$ cat config.mk
export PLATFORM = sky130hd
export DESIGN_NAME = atn_clocked_fastload_transceiver
export DESIGN_NICKNAME = d
export VERILOG_FILES = /design/src/hdl/afl_pkg.sv /design/src/hdl/afl_core.sv /design/src/hdl/atn_clocked_fastload_transceiver.sv
export SDC_FILE = /design/constraint.sdc
export NUM_CORES = 1
export LEC_CHECK = 0
export BUFFER_PORTS_ARGS = -buffer_cell sky130_fd_sc_hd__buf_2
export CAP_MARGIN = 40
export CORE_AREA = 10 10 118 120
export DETAILED_ROUTE_END_ITERATION = 10
export DIE_AREA = 0 0 128 130
export PLACE_DENSITY = 0.69
export SYNTH_ARGS = -nofsm -noshare
export SYNTH_HDL_FRONTEND = slang
export SYNTH_HIERARCHICAL = 1
export SYNTH_SLANG_ARGS = --single-unit
$ cat constraint.sdc
create_clock -name clk_i -period 3.9 [get_ports clk_i]
set_clock_uncertainty 0.15 [all_clocks]
set_input_delay 1.17 -clock clk_i [delete_from_list [all_inputs] [get_ports clk_i]]
set_output_delay 1.17 -clock clk_i [all_outputs]
set_load 0.1 [all_outputs]
$ cat src/hdl/afl_pkg.sv
// types, codes and bit masks shared by the fast-load transceiver modules
package afl_pkg;

  // command codes carried in the cmd field
  typedef enum logic [1:0] {
    CmdTick    = 2'd0,
    CmdTxBlock = 2'd1,
    CmdData    = 2'd2,
    CmdRxByte  = 2'd3
  } cmd_e;

  typedef enum logic [8:0] {
    ModeIdle   = 9'b000000001,
    ModeRxPull = 9'b000000010,
    ModeRxRel  = 9'b000000100,
    ModeTxWait = 9'b000001000,
    ModeTxLen  = 9'b000010000,
    ModeTxMark = 9'b000100000,
    ModeTxData = 9'b001000000,
    ModeTxNeed = 9'b010000000,
    ModeTxEnd  = 9'b100000000
  } mode_e;

  localparam logic [7:0] SettleReset = 8'd2;

  // inverted-byte bits put on clock and data in each of the four send phases
  localparam logic [7:0] ClkMask  [4] = '{8'h80, 8'h40, 8'h08, 8'h04};
  localparam logic [7:0] DataMask [4] = '{8'h20, 8'h10, 8'h02, 8'h01};

  typedef struct packed {
    logic [1:0] cmd;
    logic [7:0] tx_byte;
    logic [7:0] block_marker;
    logic [7:0] block_length;
    logic       atn_level;
    logic       clk_level;
    logic       data_level;
    logic       reset_idle;
  } in_t;

  typedef struct packed {
    logic       clk_release;
    logic       data_release;
    logic [7:0] rx_value;
    logic       rx_valid;
    logic       need_data;
    logic       block_done;
    logic       aborted;
    logic       busy_res;
  } out_t;

endpackage

$ cat src/hdl/afl_core.sv
// protocol state machine: takes one line sample per step and forms its result
module afl_core (
  input  logic           clk_i,
  input  logic           rst_ni,
  input  logic           step_i,
  input  afl_pkg::in_t   item_i,
  input  logic [7:0]     settle_i,
  output afl_pkg::out_t  res_o
);

  afl_pkg::mode_e mode_q, mode_d;
  logic [2:0] bit_q, bit_d;
  logic [7:0] shift_q, shift_d;
  logic [7:0] settle_q, settle_d;
  logic [1:0] phase_q, phase_d;
  logic [7:0] left_q, left_d;
  logic [7:0] marker_q, marker_d;
  logic       clk_drv_q, clk_drv_d;
  logic       data_drv_q, data_drv_d;

  logic       rx_valid, done, aborted, abort_tx, byte_sent;
  logic [7:0] inv;

  always_comb begin
    mode_d     = mode_q;
    bit_d      = bit_q;
    shift_d    = shift_q;
    settle_d   = settle_q;
    phase_d    = phase_q;
    left_d     = left_q;
    marker_d   = marker_q;
    clk_drv_d  = clk_drv_q;
    data_drv_d = data_drv_q;
    rx_valid   = 1'b0;
    done       = 1'b0;
    aborted    = 1'b0;
    abort_tx   = 1'b0;
    byte_sent  = 1'b0;
    inv        = ~shift_q;

    if (mode_q == afl_pkg::ModeIdle && item_i.cmd == afl_pkg::CmdTxBlock) begin
      marker_d   = item_i.block_marker;
      left_d     = item_i.block_length;
      clk_drv_d  = 1'b1;
      data_drv_d = 1'b1;
      phase_d    = 2'd0;
      mode_d     = afl_pkg::ModeTxWait;
    end else if (mode_q == afl_pkg::ModeIdle && item_i.cmd == afl_pkg::CmdRxByte) begin
      bit_d      = 3'd0;
      shift_d    = 8'd0;
      clk_drv_d  = 1'b1;
      data_drv_d = 1'b1;
      settle_d   = settle_i;
      mode_d     = afl_pkg::ModeRxPull;
    end else if (mode_q == afl_pkg::ModeTxNeed && item_i.cmd == afl_pkg::CmdData) begin
      shift_d = item_i.tx_byte;
      left_d  = left_q - 8'd1;
      phase_d = 2'd0;
      mode_d  = afl_pkg::ModeTxData;
    end else begin
      case (mode_q)
        afl_pkg::ModeIdle: begin
        end
        afl_pkg::ModeRxPull: begin
          if (settle_q != 8'd0) begin
            settle_d = settle_q - 8'd1;
          end else if (!item_i.atn_level || !item_i.reset_idle) begin
            mode_d  = afl_pkg::ModeIdle;
            aborted = 1'b1;
          end else if (!item_i.clk_level || !item_i.data_level) begin
            // data low carries a one; acknowledge on the other line
            shift_d = {~item_i.data_level, shift_q[7:1]};
            if (item_i.data_level) begin
              data_drv_d = 1'b0;
            end else begin
              clk_drv_d = 1'b0;
            end
            settle_d = settle_i;
            mode_d   = afl_pkg::ModeRxRel;
          end
        end
        afl_pkg::ModeRxRel: begin
          if (settle_q != 8'd0) begin
            settle_d = settle_q - 8'd1;
          end else if (!item_i.atn_level || !item_i.reset_idle) begin
            mode_d  = afl_pkg::ModeIdle;
            aborted = 1'b1;
          end else if (item_i.clk_level || item_i.data_level) begin
            if (bit_q == 3'd7) begin
              bit_d    = 3'd0;
              rx_valid = 1'b1;
              mode_d   = afl_pkg::ModeIdle;
            end else begin
              bit_d      = bit_q + 3'd1;
              clk_drv_d  = 1'b1;
              data_drv_d = 1'b1;
              settle_d   = settle_i;
              mode_d     = afl_pkg::ModeRxPull;
            end
          end
        end
        afl_pkg::ModeTxWait: begin
          if (!item_i.atn_level) begin
            clk_drv_d  = 1'b0;
            data_drv_d = 1'b0;
            shift_d    = left_q + 8'd2;
            phase_d    = 2'd0;
            mode_d     = afl_pkg::ModeTxLen;
          end else if (!item_i.reset_idle) begin
            mode_d  = afl_pkg::ModeIdle;
            aborted = 1'b1;
          end
        end
        afl_pkg::ModeTxLen, afl_pkg::ModeTxMark, afl_pkg::ModeTxData: begin
          // even phases wait for attention high, odd ones for low
          if (item_i.atn_level == ~phase_q[0]) begin
            clk_drv_d  = |(inv & afl_pkg::ClkMask[phase_q]);
            data_drv_d = |(inv & afl_pkg::DataMask[phase_q]);
            if (phase_q == 2'd3) begin
              phase_d   = 2'd0;
              byte_sent = 1'b1;
            end else begin
              phase_d = phase_q + 2'd1;
            end
          end else if (!item_i.reset_idle) begin
            abort_tx = 1'b1;
          end
          if (byte_sent) begin
            if (mode_q == afl_pkg::ModeTxLen) begin
              shift_d = marker_q;
              mode_d  = afl_pkg::ModeTxMark;
            end else if (left_q != 8'd0) begin
              mode_d = afl_pkg::ModeTxNeed;
            end else begin
              mode_d = afl_pkg::ModeTxEnd;
            end
          end
        end
        afl_pkg::ModeTxNeed: begin
          if (!item_i.reset_idle) begin
            abort_tx = 1'b1;
          end
        end
        afl_pkg::ModeTxEnd: begin
          if (item_i.atn_level) begin
            clk_drv_d  = 1'b0;
            data_drv_d = 1'b0;
            mode_d     = afl_pkg::ModeIdle;
            done       = 1'b1;
          end else if (!item_i.reset_idle) begin
            abort_tx = 1'b1;
          end
        end
        default: begin
          mode_d = afl_pkg::ModeIdle;
        end
      endcase
      if (abort_tx) begin
        clk_drv_d  = 1'b0;
        data_drv_d = 1'b0;
        mode_d     = afl_pkg::ModeIdle;
        aborted    = 1'b1;
      end
    end
  end

  always_comb begin
    res_o.clk_release  = clk_drv_d;
    res_o.data_release = data_drv_d;
    res_o.rx_value     = rx_valid ? shift_q : 8'd0;
    res_o.rx_valid     = rx_valid;
    res_o.need_data    = (mode_d == afl_pkg::ModeTxNeed);
    res_o.block_done   = done;
    res_o.aborted      = aborted;
    res_o.busy_res     = (mode_d != afl_pkg::ModeIdle);
  end

  always_ff @(posedge clk_i or negedge rst_ni) begin
    if (!rst_ni) begin
      mode_q     <= afl_pkg::ModeIdle;
      bit_q      <= 3'd0;
      shift_q    <= 8'd0;
      settle_q   <= 8'd0;
      phase_q    <= 2'd0;
      left_q     <= 8'd0;
      marker_q   <= 8'd0;
      clk_drv_q  <= 1'b1;
      data_drv_q <= 1'b1;
    end else if (step_i) begin
      mode_q     <= mode_d;
      bit_q      <= bit_d;
      shift_q    <= shift_d;
      settle_q   <= settle_d;
      phase_q    <= phase_d;
      left_q     <= left_d;
      marker_q   <= marker_d;
      clk_drv_q  <= clk_drv_d;
      data_drv_q <= data_drv_d;
    end
  end

endmodule

$ cat src/hdl/atn_clocked_fastload_transceiver.sv
// Device-side fast-load transceiver: one sampled line set per input beat.
// Input channel (in_valid_i/in_ready_o, in_i) carries a command and the
// sampled attention, clock, data and bus-reset levels. Command tick only
// samples; tx-block starts a frame; data supplies the next byte while
// need_data is set; rx-byte starts receiving one byte LSB first.
// Output channel (out_valid_o/out_ready_i, out_o) returns exactly one result
// beat per input beat: line drives, received byte, and status pulses.
// cfg_we_i/cfg_wdata_i write the settle sample count (reset value 2); write
// it only while the block is idle.
// A beat is held in the input register, then the state machine step loads its
// result into the output register, from which it is offered. Throughput is
// one beat per cycle while the output is taken, set by the single state
// machine step between the two registers.
// Reset releases both lines and returns to idle. When the receiver stalls,
// the output register holds its beat, the input register fills, and
// in_ready_o drops until the output is taken; no beat is lost.
module atn_clocked_fastload_transceiver (
  input  logic          clk_i,
  input  logic          rst_ni,
  input  logic          in_valid_i,
  output logic          in_ready_o,
  input  afl_pkg::in_t  in_i,
  output logic          out_valid_o,
  input  logic          out_ready_i,
  output afl_pkg::out_t out_o,
  input  logic          cfg_we_i,
  input  logic [7:0]    cfg_wdata_i
);

  afl_pkg::in_t  in_q;
  afl_pkg::out_t out_q, res;
  logic          in_valid_q, out_valid_q;
  logic [7:0]    settle_q;
  logic          advance;

  assign advance    = in_valid_q && (!out_valid_q || out_ready_i);
  assign in_ready_o = !in_valid_q || advance;

  afl_core u_core (
    .clk_i    (clk_i),
    .rst_ni   (rst_ni),
    .step_i   (advance),
    .item_i   (in_q),
    .settle_i (settle_q),
    .res_o    (res)
  );

  always_ff @(posedge clk_i or negedge rst_ni) begin
    if (!rst_ni) begin
      settle_q <= afl_pkg::SettleReset;
    end else if (cfg_we_i) begin
      settle_q <= cfg_wdata_i;
    end
  end

  always_ff @(posedge clk_i or negedge rst_ni) begin
    if (!rst_ni) begin
      in_valid_q  <= 1'b0;
      out_valid_q <= 1'b0;
    end else begin
      if (in_ready_o) begin
        in_valid_q <= in_valid_i;
      end
      if (advance) begin
        out_valid_q <= 1'b1;
      end else if (out_ready_i) begin
        out_valid_q <= 1'b0;
      end
    end
  end

  always_ff @(posedge clk_i) begin
    if (in_valid_i && in_ready_o) begin
      in_q <= in_i;
    end
    if (advance) begin
      out_q <= res;
    end
  end

  assign out_valid_o = out_valid_q;
  assign out_o       = out_q;

endmodule

==> metrics <==
Final #Nets 656; first-pass GRT wire length 25200 um; global router's overall resource usage 0.191; vias in the first global route 4623; critical-path maximum fanout 3; # clock sinks 103; cts bufs inserted 9; antenna violations before repair 0; Ant. Diodes 0; standard-cell rows 40; CTS Buffer Depth 2; Die Y 130 um; top post-synthesis cells by area dfrtp_1 24%, edfxtp_1 24%, mux2_4 4.0%; top cell type by total area after synthesis dfrtp_1; DP HPWL 11600 um; total power 4320 uW; Worst Path Required 2580 ps; PostCTS Resize Cnt 0; count leader, synth dfrtp_1; htree depth 3; DIE AREA 16600 um^2; Leakage 0.00271 uW; Max Cap Violations 0; Starting Density 0.486; top_reg_cell synth dfrtp_1; drt wl/cell 20.6 um; synth cell count leaders 54 x dfrtp_1, 48 x nand2_1, 45 x edfxtp_1; Yosys cell types 71; critical path class in2out; synth warn 6; number of port buffers 59; crit path time final 3140 ps; clock-pin transition on the worst setup and hold timing paths 70 ps; area grow syn2layout 12.7%; Worst VDD drop 488 uV; post-CTS setup buffers 0; Die Wd 128 um; Clk Tree Root Cell clkbuf_16; final wirelength 15500 um; Power Density 673 nW/um^2; syn_area_per_cell 10.4 um^2; endpoints failing hold 0; Worst path max stage delay 440 ps; largest net degree at the start of global routing 31; Final GP Congestion 1.00; Core Area 11700 um^2; top cell type's share of synthesized area 0.237; hold_buf cts 0; via count 4684; crit path max-delay cell type buf_2; Syn Nets 603; grt total ovfl 0; Vias per Instance 6.23; number of enable flip-flop cells after synthesis 45; crit path launch type input port; Worst Max-Slew Pin Slew 969 ps; Buf/Inv on CP 2; Cells after Synth 547; met1 Resource Use GR 0.259; Hold Crit Class reg2reg; Async S/R FF share, synth 0.563; DRC 0; # IOs 60; Routed Antenna Nets 0; setup TNS 0 ps; met3 Resource Use GR 0.0333; DRT Pass-1 Iters 7; clock latency at the later pin of the worst-skew pair 360 ps; fraction of layout cells with a size suffix above 1 0.217; initial drt markers 429; Max-Slew Margin vs Limit 0.349; post-synthesis sequential area ratio 0.493; CTS tree built; Worst path top cell family by delay buffers and inverters; final worst-path cycle share 0.805; RSZ-0062 raised after global routing false; met2 Use GR 0.297; cell with the most instances on the worst path buf_2; Final Max Tran Viols 0; Max Fclk 319 MHz; Critical Path End Type output pin; setup violators final 0; outcome completed; Post-Syn Area 5700 um^2; number of synthesized register bits 103; critical path cell sequence buf_2 -> nand3b_1 -> buf_2; crit path DAT 1820 ps; GRT Max-Usage Layer met2
where the power goes:
part           leakage (uW)  internal [uW]  total [uW]  switching [uW]
combinational       0.00140            640        1690            1050
clock              0.000147            509         936             427
sequential          0.00116           1400        1690             286
metal layers:
metal	vias to the layer above	routed length [um]
li1	2158	-
met1	2289	6860
met2	201	7130
met3	36	1050
met4	0	427
met5	-	0
layout by cell type (no fill, tap or decap), types with 4 or more instances in the layout:
| cell type | n |
|---|---|
| a21oi_1 | 30 |
| edfxtp_1 | 45 |
| and3_1 | 5 |
| a22oi_1 | 5 |
| nor2_1 | 30 |
| nand2_1 | 48 |
| clkbuf_16 | 9 |
| nor3_1 | 20 |
| and4_1 | 5 |
| nand3_1 | 25 |
| buf_2 | 59 |
| a221oi_1 | 5 |
| and2_1 | 15 |
| inv_1 | 23 |
| mux2_4 | 15 |
| o211ai_1 | 4 |
| nand4_1 | 6 |
| mux2i_1 | 4 |
| dfstp_2 | 4 |
| dfrtp_1 | 54 |
| buf_4 | 15 |
| mux2_2 | 9 |
| nor4_1 | 6 |
| o22ai_1 | 9 |
| xor2_1 | 8 |
| ha_1 | 13 |
| a31oi_1 | 9 |
| nor2b_1 | 5 |
| o21ai_0 | 42 |
area by class of cell:
type | count | area, um^2
sequential | 103 | 2810
multi-input combinational | 389 | 2630
fill | 1026 | 5290
tap | 147 | 184
inverter | 23 | 86.3
clock inverter | 6 | 77.6
clock buffer | 10 | 229
timing repair buffer | 74 | 408
per-stage QoR:
stage	setup WS, ps	cells	cell area, um^2	hold slack, ps	utilization
after floorplan	532	547	5700	299	-
after global placement	769	736	6110	312	0.522
after detailed placement	751	736	6110	316	0.522
after CTS	760	752	6420	333	0.548
after global routing	647	752	6420	347	0.548
final	761	752	6420	332	0.548
sequential cells by signal, indices dropped and copies added (netlist names), 2 cells and up:
register	count
u_core/shift_q	8
u_core/bit_q	3
u_core/left_q	8
in_q	30
u_core/mode_q	9
out_o	15
u_core/phase_q	2
settle_q	8
u_core/settle_q	8
u_core/marker_q	8
final timing paths:
check,startpoint,slack (ps),cells past startpoint,to
setup / recovery,out_ready_i,760,3,in_ready_o
hold / removal,in_q[16],330,1,u_core/marker_q[4]
setup reg to reg,u_core/settle_q[3],800,6,u_core/shift_q[1]
hold reg to reg,in_q[16],330,1,u_core/marker_q[4]
max in group asynchronous,rst_ni,2260,2,u_core/mode_q[0]
min in group asynchronous,rst_ni,600,1,u_core/mode_q[7]
logic make-up (layout without fill, tap and decap cells):
kind of cell,count (synthesis),in the layout,share of synthesized area
and+or+nand+nor,191,191,0.181
AOI/OAI and AO/OA,145,145,0.168
DFF,103,103,0.493
buffers and inverters,55,113,0.0459
muxes,29,29,0.0663
adders and majority gates,13,13,0.0286
xor gates and xnor gates,11,11,0.0169
No activity file was read; power rests on OpenSTA's default activity.
